<file path="config.mk">
export PLATFORM = sky130hd
export DESIGN_NAME = isf_front
export DESIGN_NICKNAME = d
export VERILOG_FILES = /design/src/isf_pkg.sv /design/src/isf_front.sv
export SDC_FILE = /design/constraint.sdc
export NUM_CORES = 1
export LEC_CHECK = 0
export BUFFER_PORTS_ARGS = -buffer_cell sky130_fd_sc_hd__buf_2
export CELL_PAD_IN_SITES_DETAIL_PLACEMENT = 1
export CELL_PAD_IN_SITES_GLOBAL_PLACEMENT = 2
export CORE_MARGIN = 2
export CORE_UTILIZATION = 24
export CTS_CLUSTER_DIAMETER = 60
export DETAILED_ROUTE_END_ITERATION = 6
export PLACE_DENSITY = 0.92
export SYNTH_ARGS = -nofsm -noshare
export SYNTH_HDL_FRONTEND = slang
export SYNTH_SLANG_ARGS = --single-unit
export TNS_END_PERCENT = 10
</file>
<file path="constraint.sdc">
create_clock -name i_clk -period 4.85 [get_ports i_clk]
set_clock_uncertainty 0.05 [all_clocks]
set_input_delay 0.2425 -clock i_clk [delete_from_list [all_inputs] [get_ports i_clk]]
set_output_delay 0.2425 -clock i_clk [all_outputs]
set_load 0.02 [all_outputs]
</file>
<file path="src/isf_pkg.sv">
// Shared types and constants for the three-lobe interrupted sinusoidal projection.
// Holds the CORDIC rotation state type, the arctangent table and the pi/60 constant function.
// No dependencies.
`default_nettype none

package isf_pkg;

    localparam int CF           = 30;   // cosine fraction bits
    localparam int RW           = 34;   // rotation datapath width
    localparam int CORDIC_STEPS = 30;

    localparam logic signed [RW-1:0] CORDIC_GAIN_INV = 34'sh0_26DD_3B6A;

    localparam logic [63:0] PI_Q60  = 64'h3243_F6A8_885A_308D;
    localparam logic [63:0] PI_STEP = PI_Q60 / 64'd60;

    localparam logic [31:0] ATAN_TAB [CORDIC_STEPS] = '{
        32'h3243F6A8, 32'h1DAC6705, 32'h0FADBAFC, 32'h07F56EA6, 32'h03FEAB76,
        32'h01FFD55B, 32'h00FFFAAA, 32'h007FFF55, 32'h003FFFEA, 32'h001FFFFD,
        32'h000FFFFF, 32'h0007FFFF, 32'h0003FFFF, 32'h0001FFFF, 32'h0000FFFF,
        32'h00007FFF, 32'h00003FFF, 32'h00001FFF, 32'h00000FFF, 32'h000007FF,
        32'h000003FF, 32'h000001FF, 32'h000000FF, 32'h0000007F, 32'h0000003F,
        32'h0000001F, 32'h0000000F, 32'h00000008, 32'h00000004, 32'h00000002
    };

    typedef struct packed {
        logic signed [RW-1:0] x;
        logic signed [RW-1:0] y;
        logic signed [RW-1:0] z;
    } t_rot;

    typedef struct packed {
        logic live;     // an item occupies this stage
        logic pvalid;   // point inside the defined range
    } t_ctl;

    // n * pi/60 at frac fraction bits, rounded to nearest, half up on the magnitude
    function automatic logic signed [63:0] pi60(input int n, input int frac);
        logic [63:0] m;
        logic [63:0] r;
        int          s;
        s = 60 - frac;
        m = 64'((n < 0) ? -n : n) * PI_STEP;
        r = (m + (64'd1 << (s - 1))) >> s;
        return (n < 0) ? -$signed(r) : $signed(r);
    endfunction

endpackage

`default_nettype wire

</file>
<file path="src/isf_front.sv">
// Input stage: range check, lobe selection and CORDIC seed for one point per cycle.
// Depends on isf_pkg.
`default_nettype none

module isf_front #(
    parameter int ANGLE_WIDTH     = 32,
    parameter int ANGLE_FRAC_BITS = 28
) (
    input  wire                                i_clk,
    input  wire                                i_rst_n,
    input  wire                                i_take,
    input  wire  signed [ANGLE_WIDTH-1:0]      i_latitude,
    input  wire  signed [ANGLE_WIDTH-1:0]      i_longitude,
    output isf_pkg::t_ctl                      o_ctl,
    output isf_pkg::t_rot                      o_rot,
    output logic signed [ANGLE_WIDTH-1:0]      o_lat,
    output logic signed [ANGLE_WIDTH:0]        o_diff,
    output logic signed [ANGLE_WIDTH-1:0]      o_centre
);
    import isf_pkg::*;

    localparam logic signed [63:0] HALF_PI = pi60(30, ANGLE_FRAC_BITS);
    localparam logic signed [63:0] PI      = pi60(60, ANGLE_FRAC_BITS);
    localparam logic signed [63:0] B_WEST  = pi60(-6, ANGLE_FRAC_BITS);
    localparam logic signed [63:0] B_EAST  = pi60(20, ANGLE_FRAC_BITS);
    localparam logic signed [63:0] C_WEST  = pi60(-33, ANGLE_FRAC_BITS);
    localparam logic signed [63:0] C_MID   = pi60(7, ANGLE_FRAC_BITS);
    localparam logic signed [63:0] C_EAST  = pi60(40, ANGLE_FRAC_BITS);

    logic signed [63:0] lat64;
    logic signed [63:0] lon64;
    logic signed [63:0] zq;
    logic signed [63:0] cen64;
    logic signed [63:0] diff64;
    logic               in_range;

    t_ctl                         r_ctl;
    t_rot                         r_rot;
    logic signed [ANGLE_WIDTH-1:0] r_lat;
    logic signed [ANGLE_WIDTH:0]   r_diff;
    logic signed [ANGLE_WIDTH-1:0] r_centre;

    assign lat64 = 64'(i_latitude);
    assign lon64 = 64'(i_longitude);

    // latitude to 30 fraction bits: floor shift right, or exact shift left
    generate
        if (ANGLE_FRAC_BITS >= CF) begin : g_shr
            assign zq = lat64 >>> (ANGLE_FRAC_BITS - CF);
        end else begin : g_shl
            assign zq = lat64 <<< (CF - ANGLE_FRAC_BITS);
        end
    endgenerate

    assign in_range = (lat64 <= HALF_PI) && (lat64 >= -HALF_PI) &&
                      (lon64 <= PI) && (lon64 >= -PI);

    always_comb begin
        if (lon64 < B_WEST) begin
            cen64 = C_WEST;
        end else if (lon64 < B_EAST) begin
            cen64 = C_MID;
        end else begin
            cen64 = C_EAST;
        end
        diff64 = lon64 - cen64;
    end

    always_ff @(posedge i_clk) begin
        if (!i_rst_n) begin
            r_ctl <= '0;
        end else begin
            r_ctl.live   <= i_take;
            // valid flag only rides with a live transfer
            r_ctl.pvalid <= i_take && in_range;
        end
    end

    always_ff @(posedge i_clk) begin
        r_rot.x  <= CORDIC_GAIN_INV;
        r_rot.y  <= '0;
        r_rot.z  <= zq[RW-1:0];
        r_lat    <= i_latitude;
        r_diff   <= diff64[ANGLE_WIDTH:0];
        r_centre <= cen64[ANGLE_WIDTH-1:0];
    end

    assign o_ctl    = r_ctl;
    assign o_rot    = r_rot;
    assign o_lat    = r_lat;
    assign o_diff   = r_diff;
    assign o_centre = r_centre;

endmodule

`default_nettype wire

</file>
==> impl_metrics.yaml <==
route:
  viasPerCell: 4.50
  wl_per_cell_microns: 16.7
  wirelength_microns: 16700
  vias: 4521
  dr.pass1.iters: 4
  drc: 0
  dr.first_iter.drc_count: 120
  ant_nets: 0
pwr:
  comb_power_share_pct: 32.9
  p_per_area_mw_per_mm2: 350
  p_switching_uw: 747
  internal_power_mw: 1.32
  leakage_nw: 2.81
  seq_power_share_pct: 34.6
  pwr-share-clk_pct: 32.5
  switching_share_pct: 36.2
  vdd_drop_max_uv: 175
setup_path:
  path_buf_inv: 2
  crit_cells: 20
  cpPeakStageDelay_ps: 390
  end_kind: "register"
  crit_family: "compound AO/OA/AOI/OAI gates"
  cp.required_ps: 5030
  crit_slowest_cell: "or3_1"
  cp_max_fo: 8
  crit_type: "primary input to register"
  start_kind: "primary input"
  arrival_ps: 4330
  path_cells: "buf_2 -> or3_1 -> o21ai_0 -> a31oi_1 -> o31ai_1 -> nand2_1 -> a31oi_1 -> nor3_1 -> ha_1 -> inv_1 -> nand2b_1 -> ha_1 -> ha_1 -> nor2b_4 -> o21ai_2 -> a21oi_1 -> o31ai_1 -> o21ai_1 -> o21ai_0 -> a32o_1"
  cpMostUsedCell: "ha_1"
placement:
  hpwl_microns: 13400
  routabilityCongestion: 0.856
  placed_area_sq_mm: 0.00539
  io_buffers: 191
min_path:
  hp-start: "i_latitude[22]"
  min_path_type: "primary input to register"
  holdPathEnd: "o_rot[24]"
  hold_path_depth: 1
clock_tree:
  cts_buffer_depth: 2
  htreeDepth: 3
  clkTransAtPathRegs_ps: 60
  cts_inserted_buffers: 9
  root_buffer: "clkbuf_16"
  cts_sinks: 73
  post_cts_buffers: 0
  tritoncts: "done"
grt:
  gr-usage-met1_pct: 15.8
  grt_max_degree: 14
  grt_pass1_wl_microns: 25200
  grtUsageMet2_pct: 28.8
  gr-max-usage-layer: "met2"
  grt_use_met3_pct: 3.45
  grt_antenna_before_repair: 4
  grt_overflow: 0
  first_global_vias: 4566
  grt_usage_pct: 15.1
sta:
  max_freq_ghz: 0.241
  fin_crit_sh_pct: 85.5
  finalHoldViolCount: 0
  tns_ps: 0
  relSlewSlack_pct: 63.9
  slew_violations: 0
  rsz0062_at_grt: "no"
  tightest_slew_ps: 536
  layout_min_cycle_time_ps: 4150
  setup_violations: 0
synthesis:
  yosysTopAreaCellShare_pct: 30.3
  ys_dominant_reg_cell: "dfxtp_1"
  synth_most_common_cell: "buf_4"
  ys_seq_area_share_pct: 30.3
  synth_edf_count: 0
  synth_top_area_cell: "dfxtp_1"
  yosys.cell_types.count: 58
  synthTopCellsByArea: "dfxtp_1 (30%), buf_4 (20%), ha_1 (7.0%), nand2_1 (3.6%), a21oi_1 (3.3%)"
  ys_ff_latch: 73
  synthCells: 572
  syn_avg_cell_area_sq_um: 8.44
  yosysWarnings: 0
  ys_async_sr_fraction_pct: 0
  synth_area_sq_mm: 0.00483
  synth_top_cells_by_count: "buf_4 (129), dfxtp_1 (73), nand2_1 (46)"
flow_run:
  drv_cap: 0
finish:
  design_area_sq_mm: 0.00589
  ff_latch_area_sq_mm: 0.00146
  area_delta_synth_final_pct: 22.1
  nFillCells: 2395
  drive_above_1_share_pct: 30.5
  nets: 826
  multiInputGateArea_sq_mm: 0.00256
die:
  die_area_sq_mm: 0.0213
  start_util_pct: 24.6
  rows: 51
  die_h_microns: 146
  core_area_sq_mm: 0.0196
  io_pins: 268
  die_w_microns: 146
outcome:
  status: "complete, no violations"
## how the worst max path moves through the flow
stage / startpoint / to / slack [ps]
global placement: i_longitude[4] / o_diff[32] / 500
CTS: i_longitude[4] / o_diff[32] / 730
global route: i_longitude[4] / o_diff[28] / 280
floorplan: i_longitude[4] / o_diff[26] / 1180
finish: i_longitude[4] / o_diff[32] / 700
detailed placement: i_longitude[4] / o_diff[32] / 380
## placed cells by master, fill, tap and decap left out, types with 9 or more instances in the layout
| cell type | count |
|---|---|
| buf_2 | 191 |
| conb_1 | 76 |
| dfxtp_1 | 73 |
| nand2_1 | 46 |
| a21oi_1 | 32 |
| nor2_1 | 29 |
| ha_1 | 27 |
| o21ai_0 | 21 |
| dlygate4sd3_1 | 21 |
| inv_1 | 17 |
| xnor2_1 | 16 |
| a21o_1 | 15 |
| nor3_1 | 14 |
| xor2_1 | 13 |
| a31oi_1 | 12 |
| nand4_1 | 10 |
| clkbuf_16 | 9 |
## logic make-up (layout without fill, tap and decap cells)
| group | after synthesis | after routing | share of synthesized area [%] |
|---|---|---|---|
| other | 2 | 79 | 0.156 |
| XOR/XNOR | 29 | 29 | 5.26 |
| flip-flops | 73 | 73 | 30.3 |
| adder cells (fa/ha/maj) | 27 | 27 | 7.00 |
| buffers and inverters | 155 | 246 | 22.3 |
| AND/OR/NAND/NOR | 147 | 147 | 15.6 |
| AO/OA/AOI/OAI | 139 | 139 | 19.4 |
## layout make-up
class	instances	area share, %
Clock inverter	3	0.679
Tap cell	265	5.63
Timing Repair Buffer	213	19.9
Sequential cell	73	24.8
Antenna cell	3	0.127
Clock buffer	13	4.25
Multi-Input combinational cell	418	43.5
Inverter	17	1.08
## power by group through the flow
stage,clock (mW),sequential [mW],combinational [mW]
6_report,0.672,0.714,0.678
5_1_grt,0.713,0.722,0.730
4_1_cts,0.694,0.715,0.679
3_5_place_dp,0,0.726,0.660
3_3_place_gp,0,0.727,0.657
2_1_floorplan,0,0.825,0.401
## metrics by stage
| step | total power [mW] | util [%] | setup slack [ps] | hold WS [ps] | instances |
|---|---|---|---|---|---|
| after floorplan | 1.23 | - | 1180 | 220 | 646 |
| after CTS | 2.09 | 30.0 | 729 | 2.32 | 1002 |
| after detailed placement | 1.39 | 27.5 | 384 | 321 | 965 |
| after global placement | 1.38 | 27.5 | 501 | 321 | 965 |
| after global routing | 2.17 | 30.1 | 280 | 8.00 | 1005 |
| final | 2.06 | 30.1 | 702 | 14.5 | 1005 |
## repair_timing
action,CTS,global route
endpoints found under the hold margin,21,0
resized for setup,0,0
hold buffers,21,0
## sequential cells by signal, indices dropped and copies added, names as in the netlist
| name | count |
|---|---|
| o_centre | 6 |
| o_ctl | 2 |
| o_diff | 33 |
| o_rot | 32 |
## metal layers
| layer | vias up | part of all wire, % | wire length (microns) |
|---|---|---|---|
| li1 | 2154 | - | - |
| met1 | 2143 | 39 | 6590 |
| met2 | 196 | 52 | 8750 |
| met3 | 26 | 6.0 | 1010 |
| met4 | 2 | 2.3 | 385 |
| met5 | - | 0.078 | 13 |
(Power assumes the default switching activity.)
