File: src/isf_pkg.sv
// Shared types and constants for the three-lobe interrupted sinusoidal projection.
// Holds the CORDIC rotation state type, the arctangent table and the pi/60 constant function.
// No dependencies.
`default_nettype none

package isf_pkg;

    localparam int CF           = 30;   // cosine fraction bits
    localparam int RW           = 34;   // rotation datapath width
    localparam int CORDIC_STEPS = 30;

    localparam logic signed [RW-1:0] CORDIC_GAIN_INV = 34'sh0_26DD_3B6A;

    localparam logic [63:0] PI_Q60  = 64'h3243_F6A8_885A_308D;
    localparam logic [63:0] PI_STEP = PI_Q60 / 64'd60;

    localparam logic [31:0] ATAN_TAB [CORDIC_STEPS] = '{
        32'h3243F6A8, 32'h1DAC6705, 32'h0FADBAFC, 32'h07F56EA6, 32'h03FEAB76,
        32'h01FFD55B, 32'h00FFFAAA, 32'h007FFF55, 32'h003FFFEA, 32'h001FFFFD,
        32'h000FFFFF, 32'h0007FFFF, 32'h0003FFFF, 32'h0001FFFF, 32'h0000FFFF,
        32'h00007FFF, 32'h00003FFF, 32'h00001FFF, 32'h00000FFF, 32'h000007FF,
        32'h000003FF, 32'h000001FF, 32'h000000FF, 32'h0000007F, 32'h0000003F,
        32'h0000001F, 32'h0000000F, 32'h00000008, 32'h00000004, 32'h00000002
    };

    typedef struct packed {
        logic signed [RW-1:0] x;
        logic signed [RW-1:0] y;
        logic signed [RW-1:0] z;
    } t_rot;

    typedef struct packed {
        logic live;     // an item occupies this stage
        logic pvalid;   // point inside the defined range
    } t_ctl;

    // n * pi/60 at frac fraction bits, rounded to nearest, half up on the magnitude
    function automatic logic signed [63:0] pi60(input int n, input int frac);
        logic [63:0] m;
        logic [63:0] r;
        int          s;
        s = 60 - frac;
        m = 64'((n < 0) ? -n : n) * PI_STEP;
        r = (m + (64'd1 << (s - 1))) >> s;
        return (n < 0) ? -$signed(r) : $signed(r);
    endfunction

endpackage

`default_nettype wire

File: src/isf_scale.sv
// Back end: cosine clamp, scaled offset from the lobe centre, saturation.
// Four register stages; multiply split in two partial products. Depends on isf_pkg.
`default_nettype none

module isf_scale #(
    parameter int ANGLE_WIDTH = 32
) (
    input  wire                                i_clk,
    input  wire                                i_rst_n,
    input  isf_pkg::t_ctl                      i_ctl,
    input  wire  signed [isf_pkg::RW-1:0]      i_cos,
    input  wire  signed [ANGLE_WIDTH-1:0]      i_lat,
    input  wire  signed [ANGLE_WIDTH:0]        i_diff,
    input  wire  signed [ANGLE_WIDTH-1:0]      i_centre,
    output logic                               o_strobe,
    output logic signed [ANGLE_WIDTH-1:0]      o_east_coord,
    output logic signed [ANGLE_WIDTH-1:0]      o_north_coord,
    output logic                               o_point_valid
);
    import isf_pkg::*;

    localparam int W  = ANGLE_WIDTH;
    localparam int XW = ANGLE_WIDTH + 4;
    localparam logic [CF:0]   COS_ONE = (CF+1)'(1) << CF;
    localparam logic [47:0]   RND     = 48'd1 << (CF - 1);
    localparam logic signed [W-1:0] SAT_MAX = {1'b0, {(W-1){1'b1}}};
    localparam logic signed [W-1:0] SAT_MIN = {1'b1, {(W-1){1'b0}}};

    // stage 1
    t_ctl                 r1_ctl;
    logic [CF:0]          r1_c;
    logic [W:0]           r1_mag;
    logic                 r1_neg;
    logic signed [W-1:0]  r1_cen;
    logic signed [W-1:0]  r1_lat;
    logic [CF:0]          n1_c;
    logic [W:0]           n1_mag;

    // stage 2
    t_ctl                 r2_ctl;
    logic [W+15:0]        r2_a;
    logic [47:0]          r2_b;
    logic                 r2_neg;
    logic signed [W-1:0]  r2_cen;
    logic signed [W-1:0]  r2_lat;

    // stage 3
    t_ctl                 r3_ctl;
    logic [W+2:0]         r3_r;
    logic                 r3_neg;
    logic signed [W-1:0]  r3_cen;
    logic signed [W-1:0]  r3_lat;
    logic [W+16:0]        n3_sum;

    // stage 4
    t_ctl                 r4_ctl;
    logic signed [W-1:0]  r4_east;
    logic signed [W-1:0]  r4_north;
    logic signed [XW-1:0] n4_x;
    logic signed [XW-1:0] cen_x;
    logic signed [XW-1:0] mag_x;
    logic signed [W-1:0]  n4_sat;
    logic                 n4_ovf;

    always_comb begin
        if (i_cos[RW-1]) begin
            n1_c = '0;
        end else if (i_cos > $signed(RW'(COS_ONE))) begin
            n1_c = COS_ONE;
        end else begin
            n1_c = i_cos[CF:0];
        end
        n1_mag = i_diff[W] ? (W+1)'(-i_diff) : i_diff;
    end

    assign n3_sum = {1'b0, r2_a} + (W+17)'(r2_b[47:16]);

    assign cen_x  = XW'(r3_cen);
    assign mag_x  = {1'b0, r3_r};
    assign n4_x   = r3_neg ? (cen_x - mag_x) : (cen_x + mag_x);
    // top bits must all match the sign bit of the narrow result
    assign n4_ovf = (n4_x[XW-1:W-1] != {(XW-W+1){1'b0}}) &&
                    (n4_x[XW-1:W-1] != {(XW-W+1){1'b1}});
    assign n4_sat = n4_ovf ? (n4_x[XW-1] ? SAT_MIN : SAT_MAX) : n4_x[W-1:0];

    always_ff @(posedge i_clk) begin
        if (!i_rst_n) begin
            r1_ctl <= '0;
            r2_ctl <= '0;
            r3_ctl <= '0;
            r4_ctl <= '0;
        end else begin
            r1_ctl <= i_ctl;
            r2_ctl <= r1_ctl;
            r3_ctl <= r2_ctl;
            r4_ctl <= r3_ctl;
        end
    end

    always_ff @(posedge i_clk) begin
        r1_c     <= n1_c;
        r1_mag   <= n1_mag;
        r1_neg   <= i_diff[W];
        r1_cen   <= i_centre;
        r1_lat   <= i_lat;

        r2_a     <= (W+16)'(r1_mag[W:16]) * (W+16)'(r1_c);
        r2_b     <= 48'(r1_mag[15:0]) * 48'(r1_c) + RND;
        r2_neg   <= r1_neg;
        r2_cen   <= r1_cen;
        r2_lat   <= r1_lat;

        r3_r     <= n3_sum[W+16:14];
        r3_neg   <= r2_neg;
        r3_cen   <= r2_cen;
        r3_lat   <= r2_lat;

        r4_east  <= r3_ctl.pvalid ? n4_sat : '0;
        r4_north <= r3_ctl.pvalid ? r3_lat : '0;
    end

    assign o_strobe      = r4_ctl.live;
    assign o_point_valid = r4_ctl.pvalid;
    assign o_east_coord  = r4_east;
    assign o_north_coord = r4_north;

endmodule

`default_nettype wire

File: config.mk
export PLATFORM = sky130hd
export DESIGN_NAME = isf_scale
export DESIGN_NICKNAME = d
export VERILOG_FILES = /design/src/isf_pkg.sv /design/src/isf_scale.sv
export SDC_FILE = /design/constraint.sdc
export NUM_CORES = 2
export LEC_CHECK = 0
export BUFFER_PORTS_ARGS = -buffer_cell sky130_fd_sc_hd__buf_4
export CAP_MARGIN = 20
export CORE_MARGIN = 3
export CORE_UTILIZATION = 45
export CTS_CLUSTER_DIAMETER = 30
export DETAILED_ROUTE_END_ITERATION = 12
export MAX_ROUTING_LAYER = met4
export SYNTH_ARGS = -nofsm -noshare
export SYNTH_HDL_FRONTEND = slang
export SYNTH_SLANG_ARGS = --single-unit
File: constraint.sdc
create_clock -name i_clk -period 8.2 [get_ports i_clk]
set_clock_uncertainty 0.15 [all_clocks]
set_input_delay 0.41 -clock i_clk [delete_from_list [all_inputs] [get_ports i_clk]]
set_output_delay 0.41 -clock i_clk [all_outputs]
set_load 0.1 [all_outputs]
==> results.md <==
* FF-to-FF setup slack at 0.78 ns
* Sw frac at 34.5%
* Largest net degree at the start of global routing at 38
* Setup CP Type: reg2reg
* Total Routing Usage GR at 24.8%
* Initial antenna violation count at 8
* DR iter-0 viols at 2,184
* Cts bufs inserted at 89
* Clock transition at path regs at 0.05 ns
* Max Transition Viols Final at 0
* Pre-CTS setup slack at 0.942 ns
* Met2 usage at 37.5%
* Psw at 0.00312 W
* Syn_nets at 6,366
* Min-Delay Path Depth at 3
* Vias at 34,300
* First-pass GRT wire length at 204,000 um
* Power density over cell area at 164 nW/um^2
* Most common cell in the netlist: inv_1
* Flop pwr share at 29.0%
* Min cycle time layout at 7.42 ns
* Top cells by count, synth: 1,049 x inv_1, 839 x fa_1, 682 x nand2_1
* GR peak layer: met2
* Peak supply drop at 0.241 mV
* Die area at 108,000 um^2
* Final period util at 90.5%
* Clock power frac at 42.4%
* I/O Pins at 201
* WL/cell at 18.5 um
* Setup ws final at 0.776 ns
* Die width at 329 um
* Max-cap check violation count at 0
* Hold_buf cts at 156
* Synth Register Bits at 446
* CTS Sinks at 446
* Synth top area cells: fa_1 36%, dfxtp_1 19%, ha_1 9.0%, inv_1 8.4%, and2_1 6.8%
* Core ar. at 103,000 um^2
* CP Buf/Inv Count at 4
* H-tree depth at 3
* Crit Path Max Fanout at 16
* CP endpoint: r2_b[41]$_DFF_P_
* Layout cells sized above 1 at 9.26%
* Reg2reg start: r1_c[18]$_SDFF_PP0_
* CP cell instances: buf_4, nand2_1, fa_1, fa_1, fa_1, inv_1, fa_1, fa_1, inv_1, fa_1, inv_1, ha_1, a21oi_1, o21ai_0, a21oi_1, nor2b_1, o311ai_1, a211oi_1, o21ai_1, o21ai_0, xor2_1
* Worst slew margin at 32.3%
* Clk buf depth at 3
* Chip height at 329 um
* Drt pass-1 iters at 9
* CTS Root Cell: clkbuf_16
* Reg2reg path depth at 21
* Critical path capture point type: flop
* DRC Markers at 0
* Vias/cell at 5.01
* Postcts setup bufs at 0
* CTS tree: yes
* Biggest area consumer among synthesized cells: fa_1
* Final TNS setup at 0 ns
* CP Launch Type: flop
* Remaining antenna violation count at 0
* Met1 usage at 34.0%
* Ys async rst share at 0%
* Beginning of the worst hold path: i_diff[25]
* Combinational power share at 28.6%
* FP Rows at 117
* Met3 Use GR at 4.74%
* Post_cts resized at 0
* GRT overflow at 0
* Synthesis-to-layout area growth at 17.3%
* YS warnings at 0
* Hold Crit Class: in2reg
* Seq/Total Area, Yosys at 19.0%
* Post-synth EDFFs at 0
* Worst-Margin Slew at 1.01 ns
* Final hold vios at 0
* Status: complete, no violations
* Vias in the first global route at 36,700
* Fmax at 0.135 GHz
* Delay-heaviest family, CP: adder cells
* Fin nets at 6,699
* Mapped Area at 46,900 um^2
* Setup Viol. Count Final at 0
* Clk_lat worst skew at 0.67 ns
* Slowest CP cell: dfxtp_1
* Cell internal pwr at 0.00593 W
* Count of cell types in the netlist at 77
* Setup crit start: r1_c[18]$_SDFF_PP0_
* FF-to-FF End: r2_b[41]$_DFF_P_
* Post-synth top area share at 35.8%
* Post-Synthesis Cells at 5,055
* Starting density of the core at 45.7%
* Synth Area per Inst at 9.29 um^2
* Crit path depth at 21
* Max incr delay on CP at 0.90 ns
* Port Buffers at 200
* Ys flop type: dfxtp_1
* Critical path arrival at 7.78 ns
* Pleak at 27.2 nW
* Cell with the most instances on the worst path: fa_1
* Worst EP required at 8.56 ns
* Total wire length at 126,000 um
* Half-perimeter wire length after placement at 98,600 um
* RSZ-0062 raised after global routing: false
* Routability cong. at 0.942
-- cells in the final DEF (no fill, tap or decap), types with 14 or more instances in the layout --
| cell | n |
|---|---|
| fa_1 | 839 |
| o21a_1 | 21 |
| nand4_1 | 21 |
| and2_1 | 511 |
| xnor2_1 | 139 |
| o21ai_1 | 34 |
| a21o_1 | 68 |
| nor2_1 | 84 |
| inv_1 | 1049 |
| nand3_1 | 32 |
| nor3_1 | 34 |
| nor2b_1 | 19 |
| xor2_1 | 52 |
| buf_4 | 313 |
| dlygate4sd3_1 | 156 |
| a31oi_1 | 22 |
| o21ai_0 | 57 |
| nand2_1 | 682 |
| clkinv_4 | 14 |
| and3_1 | 17 |
| a21oi_1 | 152 |
| dfxtp_1 | 446 |
| o21bai_1 | 17 |
| nor4_1 | 15 |
| nand2b_1 | 15 |
| clkbuf_16 | 89 |
| ha_1 | 337 |
-- power groups by stage --
stage	Combinational, W	Clock (W)	Sequential, W
after floorplan	0.00172	0	0.00268
after global placement	0.00248	0	0.00266
after detailed placement	0.00250	0	0.00266
after CTS	0.00258	0.00392	0.00262
after global routing	0.00288	0.00402	0.00265
final	0.00259	0.00384	0.00262
-- registers in the layout, summed over array words and instances, names as in the netlist, 2 cells and up --
signal and flops:
r1_mag 33, o_east_coord 32, r1_ctl 2, r1_cen 32, r3_ctl 2, r3_r 35, r2_a 48, r2_b 32
r2_lat 32, r3_cen 32, r1_lat 32, r1_c 31, r2_ctl 2, o_north_coord 32, r2_cen 32, r3_lat 32
-- final cells by class --
cell class | instances | area, um^2
Antenna cell | 4 | 10.0
Clock buffer | 102 | 2350
Clock inverter | 66 | 935
Fill cell | 9299 | 47500
Inverter | 1049 | 3940
Multi-Input combinational cell | 3328 | 33200
Sequential cell | 446 | 8930
Tap cell | 1368 | 1710
Timing Repair Buffer | 474 | 4010
-- worst register-to-register path, stage by stage (launching register included) --
cell and delay [ns]:
dfxtp_1 0.90, buf_4 0.41, nand2_1 0.16, fa_1 0.53, fa_1 0.54, fa_1 0.53
inv_1 0.06, fa_1 0.49, fa_1 0.50, inv_1 0.05, fa_1 0.52, inv_1 0.05
ha_1 0.35, a21oi_1 0.26, o21ai_0 0.14, a21oi_1 0.16, nor2b_1 0.08, o311ai_1 0.36
a211oi_1 0.21, o21ai_1 0.42, o21ai_0 0.21, xor2_1 0.17
-- routing by layer --
layer	routed length, um	vias to the layer above
met1	57900	17000
li1	-	15900
met3	9050	199
met2	55800	1140
met4	3660	0
met5	0	-
-- how the worst min path moves through the flow --
stage / end / slack, ns
3_3_place_gp: r2_lat[11]$_DFF_P_ / 0.16
2_1_floorplan: r2_cen[0]$_DFF_P_ / 0.16
5_1_grt: r1_mag[26]$_DFF_P_ / 0.04
4_1_cts: r1_mag[26]$_DFF_P_ / 0.02
3_5_place_dp: r3_cen[6]$_DFF_P_ / 0.16
6_report: r1_mag[26]$_DFF_P_ / 0.06
-- stage by stage --
| stage | hold slack [ns] | power [W] | area, um^2 | instances | util, % |
|---|---|---|---|---|---|
| final | 0.0609 | 0.00906 | 55100 | 6837 | 53.7 |
| after global routing | 0.0441 | 0.00955 | 55100 | 6837 | 53.7 |
| after CTS | 0.0178 | 0.00912 | 55100 | 6833 | 53.7 |
| after detailed placement | 0.162 | 0.00517 | 50200 | 6509 | 48.9 |
| after global placement | 0.160 | 0.00514 | 50200 | 6509 | 48.9 |
| after floorplan | 0.160 | 0.00439 | 46900 | 5055 | - |
-- cells by family after synthesis --
kind of cell | count (synthesis) | share of synthesized area (%)
compound gates | 473 | 6.54
fa+ha+maj | 1176 | 44.8
buf+inv | 1281 | 10.3
flops | 446 | 19.0
xor+xnor | 192 | 3.60
simple gates | 1483 | 15.7
mux | 4 | 0.112
(Power assumes the default switching activity.)
