## src/isf_pkg.sv

```systemverilog
// Shared types and constants for the three-lobe interrupted sinusoidal projection.
// Holds the CORDIC rotation state type, the arctangent table and the pi/60 constant function.
// No dependencies.
`default_nettype none

package isf_pkg;

    localparam int CF           = 30;   // cosine fraction bits
    localparam int RW           = 34;   // rotation datapath width
    localparam int CORDIC_STEPS = 30;

    localparam logic signed [RW-1:0] CORDIC_GAIN_INV = 34'sh0_26DD_3B6A;

    localparam logic [63:0] PI_Q60  = 64'h3243_F6A8_885A_308D;
    localparam logic [63:0] PI_STEP = PI_Q60 / 64'd60;

    localparam logic [31:0] ATAN_TAB [CORDIC_STEPS] = '{
        32'h3243F6A8, 32'h1DAC6705, 32'h0FADBAFC, 32'h07F56EA6, 32'h03FEAB76,
        32'h01FFD55B, 32'h00FFFAAA, 32'h007FFF55, 32'h003FFFEA, 32'h001FFFFD,
        32'h000FFFFF, 32'h0007FFFF, 32'h0003FFFF, 32'h0001FFFF, 32'h0000FFFF,
        32'h00007FFF, 32'h00003FFF, 32'h00001FFF, 32'h00000FFF, 32'h000007FF,
        32'h000003FF, 32'h000001FF, 32'h000000FF, 32'h0000007F, 32'h0000003F,
        32'h0000001F, 32'h0000000F, 32'h00000008, 32'h00000004, 32'h00000002
    };

    typedef struct packed {
        logic signed [RW-1:0] x;
        logic signed [RW-1:0] y;
        logic signed [RW-1:0] z;
    } t_rot;

    typedef struct packed {
        logic live;     // an item occupies this stage
        logic pvalid;   // point inside the defined range
    } t_ctl;

    // n * pi/60 at frac fraction bits, rounded to nearest, half up on the magnitude
    function automatic logic signed [63:0] pi60(input int n, input int frac);
        logic [63:0] m;
        logic [63:0] r;
        int          s;
        s = 60 - frac;
        m = 64'((n < 0) ? -n : n) * PI_STEP;
        r = (m + (64'd1 << (s - 1))) >> s;
        return (n < 0) ? -$signed(r) : $signed(r);
    endfunction

endpackage

`default_nettype wire

```

## src/isf_cordic_cell.sv

```systemverilog
// One CORDIC rotation iteration as a registered cell of the chain.
// Carries the item's side data along unchanged. Depends on isf_pkg.
`default_nettype none

module isf_cordic_cell #(
    parameter int STEP   = 0,
    parameter int SIDE_W = 8
) (
    input  wire                 i_clk,
    input  wire                 i_rst_n,
    input  isf_pkg::t_ctl       i_ctl,
    input  isf_pkg::t_rot       i_rot,
    input  wire  [SIDE_W-1:0]   i_side,
    output isf_pkg::t_ctl       o_ctl,
    output isf_pkg::t_rot       o_rot,
    output logic [SIDE_W-1:0]   o_side
);
    import isf_pkg::*;

    localparam logic signed [RW-1:0] ANGLE = RW'(ATAN_TAB[STEP]);

    logic signed [RW-1:0] dx;
    logic signed [RW-1:0] dy;
    t_rot                 n_rot;
    t_ctl                 r_ctl;
    t_rot                 r_rot;
    logic [SIDE_W-1:0]    r_side;

    assign dx = i_rot.y >>> STEP;
    assign dy = i_rot.x >>> STEP;

    always_comb begin
        if (!i_rot.z[RW-1]) begin
            n_rot.x = i_rot.x - dx;
            n_rot.y = i_rot.y + dy;
            n_rot.z = i_rot.z - ANGLE;
        end else begin
            n_rot.x = i_rot.x + dx;
            n_rot.y = i_rot.y - dy;
            n_rot.z = i_rot.z + ANGLE;
        end
    end

    always_ff @(posedge i_clk) begin
        if (!i_rst_n) begin
            r_ctl <= '0;
        end else begin
            r_ctl <= i_ctl;
        end
    end

    always_ff @(posedge i_clk) begin
        r_rot  <= n_rot;
        r_side <= i_side;
    end

    assign o_ctl  = r_ctl;
    assign o_rot  = r_rot;
    assign o_side = r_side;

endmodule

`default_nettype wire

```

## config.mk

```make
export PLATFORM = sky130hd
export DESIGN_NAME = isf_cordic_cell
export DESIGN_NICKNAME = d
export VERILOG_FILES = /design/src/isf_pkg.sv /design/src/isf_cordic_cell.sv
export SDC_FILE = /design/constraint.sdc
export NUM_CORES = 1
export LEC_CHECK = 0
export BUFFER_PORTS_ARGS = -buffer_cell sky130_fd_sc_hd__buf_2
export CORE_AREA = 2 2 131 133
export DETAILED_ROUTE_END_ITERATION = 8
export DIE_AREA = 0 0 133 135
export PLACE_DENSITY = 0.91
export SLEW_MARGIN = 10
export SYNTH_ARGS = -nofsm -noshare
export SYNTH_HDL_FRONTEND = slang
export SYNTH_SLANG_ARGS = --single-unit
```

## constraint.sdc

```tcl
create_clock -name i_clk -period 8.6 [get_ports i_clk]
set_input_delay 1.72 -clock i_clk [delete_from_list [all_inputs] [get_ports i_clk]]
set_output_delay 1.72 -clock i_clk [all_outputs]
set_load 0.03 [all_outputs]
```

==> results of run 1 <==
==> power by group through the flow <==
stage / clock network, W / registers, W / logic [W]
finish: 0.000406 / 0.000652 / 0.000947
CTS: 0.000414 / 0.000652 / 0.000933
global route: 0.000433 / 0.000660 / 0.00101
floorplan: 0 / 0.000887 / 0.000440
detailed placement: 0 / 0.000663 / 0.000927
global placement: 0 / 0.000661 / 0.000913
==> registers in the layout, indices dropped and copies added (netlist names) <==
| name | cells |
|---|---|
| o_side | 8 |
| o_rot | 101 |
| o_ctl | 2 |
==> cell families after synthesis <==
group                    Yosys count
AND/OR/NAND/NOR                  302
AO/OA/AOI/OAI                    417
buffers and inverters            167
flip-flops                       111
XOR/XNOR                          83
adder cells (fa/ha/maj)          132
multiplexers                      18
==> placed cells by master (no fill, tap or decap), types with 12 or more instances in the layout <==
cell      instances
a211oi_1         21
a21o_1           38
a21oi_1         127
buf_2           224
dfxtp_1         111
ha_1            128
inv_1           113
mux2i_1          18
nand2_1          56
nand2b_1         12
nand3_1          25
nand4_1          18
nor2_1           99
nor2b_1          17
nor3_1           22
o211ai_1         17
o21a_1           19
o21ai_0          71
o21bai_1         19
o31ai_1          17
xnor2_1          68
xor2_1           15
==> layout make-up <==
type	count	area share, %
Clock buffer	10	2.13
Sequential cell	111	19.9
Tap cell	220	2.46
Clock inverter	6	0.402
Inverter	115	3.86
Multi-Input combinational cell	952	61.1
Timing Repair Buffer	227	10.2
==> per-stage QoR <==
step | instances | area (um2) | hold slack, ps
2_1_floorplan | 1230 | 9720 | 1750
3_3_place_gp | 1625 | 10900 | 1820
3_5_place_dp | 1625 | 10900 | 1820
4_1_cts | 1641 | 11200 | 1450
5_1_grt | 1641 | 11200 | 1450
6_report | 1641 | 11200 | 1460
==> per-layer routing <==
| metal | wire, um | track usage [%] |
|---|---|---|
| met1 | 11600 | 39.4 |
| met2 | 13500 | 52.4 |
| met3 | 2830 | 5.97 |
| met4 | 957 | 12.4 |
| met5 | 0 | 0 |
==> worst paths after layout <==
path / start / to / slack, ps / depth (start not counted)
min: i_side[0] / o_side[0] / 1460 / 1
max: i_rot[33] / o_rot[29] / 3630 / 11
==> impl_metrics.ini, run 1 <==
[status]
status = finished, final reports clean

[logic_synthesis]
yosysTopAreaCellShare_pct = 22.9
ys_async_sr_fraction_pct = 0
synth_top_family_by_area = compound AO/OA/AOI/OAI gates
syn_area_per_cell_um2 = 7.91
syn-instance-count = 1230
synth_common_cells = ha_1, a21oi_1, inv_1
ys.flop_type = dfxtp_1
ys.warnings.count = 0
yosys.area.top_type = dfxtp_1
synth_edf_count = 0
synth_compound_area_share_pct = 28.4
ys_seq_area_share_pct = 22.9
synthesis.nets = 1476
muxShareOfSynthArea_pct = 1.85
synth_cell_types = 77
synth_xor_area_share_pct = 7.48
synth_area_mm2 = 0.00972
synth_fa_ha_area_share_pct = 17.3
synthSimpleGateAreaFrac_pct = 15.2
synth.most_common_cell = ha_1
synth.area.top_cells = dfxtp_1, ha_1, a21oi_1
ys_ff_latch = 111

[clock_tree]
root_buffer = clkbuf_16
hold_buffers = 0
postCtsSetupBuffers = 0
clock-sinks = 111
tritoncts = built
cts_resized = 0
clkTransAtPathRegs_ps = 70
h-tree-depth = 3
clockBufferDepth = 2
cts_made_buffers = 9

[worst_setup_path]
critPathMaxStageDelay_ps = 830
end_kind = flip-flop
critPathLaunchType = input pin
crit_path_frequent_cell = buf_4
cp_max_fo = 101
cpMaxStageDelayCell = buf_4
crit_arrival_ps = 5200
crit_family = compound AO/OA/AOI/OAI gates
crit_required_ps = 8830
cp_cell_sequence = buf_4, buf_4, ha_1, a211oi_2, nor2_1, o31a_1, a211o_1, a311o_1, a21oi_4, nor3_1, or3b_1
critical_path_class = input pin to flip-flop
crit_buf_inv = 2

[routing]
drt_iter0_markers = 952
dr.pass1.iters = 6
wire_per_inst_um = 17.6
route.detailed.drc = 0
via_per_inst = 6.12
vias = 10043
drt_wl_total_mm = 28.9
ant_nets = 0

[global_route]
grt_pass1_vias = 9399
antenna_found_initial = 0
grt_util_all_layers_pct = 31.1
grt_max_degree = 102
overflow = 0
grt_pass1_wl_mm = 45.6

[floorplan]
dieHeight_um = 135
io_pins = 226
coreArea_mm2 = 0.0164
die_x_um = 133
dieArea_mm2 = 0.0180
initial_core_util_pct = 59.3
rows = 47

[cells_and_area]
fin_util_pct = 68.2
drive_above_1_share_pct = 18.9
ff_latch_area_mm2 = 0.00222
diodes = 0
nets = 1662
fillers = 1391
multi_input_area_mm2 = 0.00684
syn2layout_area_growth_pct = 15.1

[job]
max_cap_violations = 0

[sta]
timing.final.crit_share_pct = 57.7
rsz0062_at_grt = no
worst-slew-pin-transition_ps = 1180
relSlewSlack_pct = 21.0
final_max_slew_viol_count = 0
setup-tns-final_ps = 0
finalCriticalPeriod_ps = 4970
fmax_ghz = 0.201
setup_viol = 0
final-hold-violation-count = 0
setup_ws_ps = 3630

[pwr]
p_comb_share_pct = 47.2
p_clk_share_pct = 20.3
swShare_pct = 43.0
p_per_area_mw_per_mm2 = 179
internal-power_w = 0.00114
seqPwrFrac_pct = 32.5
ir_drop_mv = 0.139
p_sw_w = 0.000863
total_power_w = 0.00200
leakage_nw = 5.38

[placed_design]
dpl_worst_slack_ps = 3360
portBuffers = 225
place_congestion = 1.00
dpl.hpwl_mm = 22.5

[worst_hold_path]
hold_path.class = input pin to flip-flop
(Power assumes the default switching activity.)
==> inputs of run 2 (changes only) <==
- ABC_AREA: not set -> 1
- CORE_AREA: 2 2 131 133 -> 2 2 144 146
- DIE_AREA: 0 0 133 135 -> 0 0 146 148
- PLACE_DENSITY: 0.91 -> 0.86
- clock period: 8.6 -> 4.95 ns (I/O delays scaled with it)
==> run 2 against run 1 <==
Final cell count grew 41%. Total power grew 79%. Largest cell class unchanged. Sequential cell count is the same. Clock power grew 90%. Critical path depth shrank 1. Sequential share of layout area shrank 2.3 points. Die area grew 20%. Worst hold slack lost 740 ps. Routed wire length grew 35%.
==> impl_metrics.ini, run 2 <==
[sta]
worst-slew-pin-transition_ps = 936
setup_ws_ps = 1340
setup_viol = 0
fmax_ghz = 0.277
final-hold-violation-count = 0
final_max_slew_viol_count = 0
whs_ps = 721
finalCriticalPeriod_ps = 3610
timing.final.crit_share_pct = 73.0
rsz0062_at_grt = no
setup-tns-final_ps = 0
relSlewSlack_pct = 37.6

[logic_synthesis]
synth_area_mm2 = 0.0112
synth.most_common_cell = nand2_1
synth_common_cells = nand2_1, inv_1, nand3_1
syn_area_per_cell_um2 = 6.10
ys.warnings.count = 0
yosysTopAreaCellShare_pct = 19.8
synth_edf_count = 0
ys.flop_type = dfxtp_1
synthesis.nets = 2085
ys_async_sr_fraction_pct = 0
ys_seq_area_share_pct = 19.8
synth.area.top_cells = dfxtp_1, nand2_1, ha_1
ys_ff_latch = 111
syn-instance-count = 1839
synth_cell_types = 43
yosys.area.top_type = dfxtp_1

[clock_tree]
hold_buffers = 0
root_buffer = clkbuf_16
clockBufferDepth = 2
cts_made_buffers = 9
cts_resized = 0
postCtsSetupBuffers = 0
tritoncts = built
clock-sinks = 111
h-tree-depth = 3
clkTransAtPathRegs_ps = 80

[placed_design]
dpl_worst_slack_ps = 1100
place_congestion = 1.03
dpl.hpwl_mm = 32.0
portBuffers = 225

[pwr]
leakage_nw = 6.90
p_per_area_mw_per_mm2 = 283
ir_drop_mv = 0.164
total_power_w = 0.00358

[global_route]
grt_pass1_wl_mm = 60.2
grt_util_all_layers_pct = 34.5
antenna_found_initial = 0
grt_max_degree = 61
overflow = 0
grt_pass1_vias = 12036

[routing]
ant_nets = 0
wl_met3_mm = 3.68
top_layer_used = met4
drt_iter0_markers = 1184
via_per_inst = 5.63
drt_wl_total_mm = 38.9
route.detailed.drc = 0
wl_met1_mm = 16.0
dr.pass1.iters = 7
wire_per_inst_um = 16.8
vias = 12990
dr_wl_met2_mm = 17.9

[worst_setup_path]
end_kind = flip-flop
critPathLaunchType = input pin
crit_arrival_ps = 3920
crit_family = buffers and inverters
crit_buf_inv = 2
cpMaxStageDelayCell = buf_2
cp_max_fo = 34
cp_cell_sequence = buf_2, inv_2, ha_1, nand2_1, nor2_1, nand3_1, nand3_1, nand2_1, o21ai_0, xor2_1
critPathMaxStageDelay_ps = 700
crit_required_ps = 5250
critical_path_class = input pin to flip-flop

[cells_and_area]
drive_above_1_share_pct = 13.5
largest_reg_flops = 101
syn2layout_area_growth_pct = 13.0
diodes = 0
fillers = 1993
final_common_cell = nand2_1
final_cell_mix = nand2_1, inv_1, buf_2, nand3_1, nor2_1
nets = 2278

[status]
status = finished, final reports clean

[floorplan]
initial_core_util_pct = 56.0
die_x_um = 146
io_pins = 226
coreArea_mm2 = 0.0200
dieArea_mm2 = 0.0216
rows = 52
dieHeight_um = 148

[worst_hold_path]
hold_path.class = input pin to flip-flop

[job]
max_cap_violations = 0
==> run 2: cell type report <==
class / count / area (um2) / area share [%]
sequential: 111 / 2220 / 17.5
clock inverter: 6 / 67.6 / 0.533
multi-input combinational: 1429 / 7730 / 61.0
timing repair buffer: 227 / 1140 / 9.00
inverter: 254 / 953 / 7.52
tap: 270 / 338 / 2.66
clock buffer: 10 / 229 / 1.81
==> run 2: path summary, 6_finish.rpt <==
kind,from,end,slack [ps],depth (start not counted)
max,i_rot[33],o_rot[22],1340,10
min,i_side[5],o_side[5],720,1
==> run 2: per-stage QoR <==
| stage | utilization (%) | area, um2 | cells |
|---|---|---|---|
| floorplan | - | 11200 | 1839 |
| global placement | 61.8 | 12400 | 2291 |
| detailed placement | 61.8 | 12400 | 2291 |
| CTS | 63.3 | 12700 | 2307 |
| global route | 63.3 | 12700 | 2307 |
| finish | 63.3 | 12700 | 2307 |
==> run 2: kinds of logic (layout without fill, tap and decap cells) <==
kind of cell    count (synthesis)  after routing  share of synthesized area [%]
compound gates                310            310                           14.9
xor+xnor                       48             48                           3.75
fa+ha+maj                     132            132                           15.0
buf+inv                       299            497                           11.3
flops                         111            111                           19.8
simple gates                  939            939                           35.3
==> run 2: power by group <==
part	internal [W]	total [W]	switching, W
combinational	0.000494	0.00172	0.00122
sequential	0.00105	0.00110	0.0000434
clock	0.000358	0.000771	0.000413
==> run 2: routing by layer <==
layer | global-route usage (%) | vias up
li1 | - | 6317
met1 | 44.8 | 5838
met2 | 59.6 | 735
met3 | 4.23 | 100
met4 | 11.8 | 0
met5 | 0 | -
==> inputs of run 3 (changes only) <==
- clock period: 4.95 -> 3.4 ns (I/O delays scaled with it)
==> run 3 against run 2 <==
Routed wire length about the same. Critical path type unchanged. Total power grew 46%. Design area barely moved.
==> impl_metrics.ini, run 3 (synthesized netlist as in run 2, its figures left out) <==
[floorplan]
rows = 52
die_x_um = 146
io_pins = 226
coreArea_mm2 = 0.0200
initial_core_util_pct = 56.0
dieHeight_um = 148
dieArea_mm2 = 0.0216

[sta]
final-hold-violation-count = 0
setup_viol = 0
relSlewSlack_pct = 44.9
finalCriticalPeriod_ps = 2580
setup-tns-final_ps = 0
worst-slew-pin-transition_ps = 826
final_max_slew_viol_count = 0
fmax_ghz = 0.387
timing.final.crit_share_pct = 76.0
setup_ws_ps = 817
rsz0062_at_grt = no

[worst_setup_path]
cp_cell_sequence = buf_2, inv_1, ha_1, nand2_1, o21ai_0, inv_1, nand2_1, nand2_1, nand2_1, nand2_1, nand2_1, nand2_1, nand3_1, nand2_1
crit_arrival_ps = 2840
end_kind = flip-flop
critical_path_class = input pin to flip-flop
crit_required_ps = 3650
crit_path_frequent_cell = nand2_1
critPathLaunchType = input pin
cpMaxStageDelayCell = ha_1
critPathMaxStageDelay_ps = 560
cp_max_fo = 9
crit_buf_inv = 3
crit_family = simple AND/OR/NAND/NOR gates

[routing]
vias = 12946
dr.pass1.iters = 7
via_per_inst = 5.61
drt_iter0_markers = 1147
wire_per_inst_um = 16.8
route.detailed.drc = 0
ant_nets = 0
drt_wl_total_mm = 38.9

[placed_design]
dp_cells = 2291
portBuffers = 225
dpl.hpwl_mm = 32.4
place_congestion = 1.03
place_area_mm2 = 0.0124
dpl_worst_slack_ps = 453

[pwr]
leakage_nw = 6.90
p_sw_w = 0.00244
internal-power_w = 0.00277
ir_drop_mv = 0.233
total_power_w = 0.00522
p_comb_share_pct = 48.0
seqPwrFrac_pct = 30.6
p_clk_share_pct = 21.4
p_per_area_mw_per_mm2 = 412
swShare_pct = 46.8

[global_route]
antenna_found_initial = 0
grt_pass1_wl_mm = 60.5
overflow = 0
grt_max_degree = 73
grt_util_all_layers_pct = 34.8
grt_pass1_vias = 12199

[cells_and_area]
fillers = 2058
final_common_cell = nand2_1
multi_input_area_mm2 = 0.00773
ff_latch_area_mm2 = 0.00222
fin_area_mm2 = 0.0127
stdcell_count = 2307
largest_reg_flops = 101
diodes = 0
final_cell_mix = nand2_1, inv_1, buf_2, nand3_1, nor2_1
syn2layout_area_growth_pct = 12.9
drive_above_1_share_pct = 13.5
nets = 2278

[status]
status = finished, final reports clean

[clock_tree]
clock-sinks = 111
root_buffer = clkbuf_16
clockBufferDepth = 2
tritoncts = built
cts_resized = 0
postCtsSetupBuffers = 0
cts_made_buffers = 9
h-tree-depth = 3
clkTransAtPathRegs_ps = 80
hold_buffers = 0

[worst_hold_path]
hold_path.class = input pin to flip-flop

[job]
max_cap_violations = 0
run 3: changes by cell type in the layout (fill, tap and decap cells not counted):
cell      before  now
clkinv_4       2    1
clkinv_8       2    0
inv_6          2    3
inv_8          0    2
run 3: path summary, 6_finish.rpt:
path | startpoint | to | cells after the start
min | i_rot[0] | o_rot[0] | 1
max | i_rot[39] | o_rot[99] | 14
run 3: cell type report:
type	instances	area share [%]
Tap cell	270	2.67
Inverter	254	7.53
Clock inverter	6	0.454
Sequential cell	111	17.5
Timing Repair Buffer	227	9.01
Multi-Input combinational cell	1429	61.0
Clock buffer	10	1.81
run 3: power groups by stage:
| stage | Clock [W] | Sequential [W] | Combinational, W |
|---|---|---|---|
| 2_1_floorplan | 0 | 0.00210 | 0.00124 |
| 3_3_place_gp | 0 | 0.00162 | 0.00243 |
| 3_5_place_dp | 0 | 0.00163 | 0.00245 |
| 4_1_cts | 0.00113 | 0.00160 | 0.00246 |
| 5_1_grt | 0.00117 | 0.00161 | 0.00271 |
| 6_report | 0.00112 | 0.00160 | 0.00250 |
run 3: routing by layer:
metal  track usage [%]  routed length (um)  vias to the layer above
met5                 0                   0                        -
met4              12.5                1250                        0
met3              4.48                3700                       86
met2              58.1               17400                      682
met1              46.4               16500                     5866
li1                  -                   -                     6312
run 3: through the flow:
step | hold slack [ps] | utilization (%)
after floorplan | 708 | -
after CTS | 409 | 63.2
final | 419 | 63.2
after detailed placement | 784 | 61.8
after global placement | 782 | 61.8
after global routing | 409 | 63.2
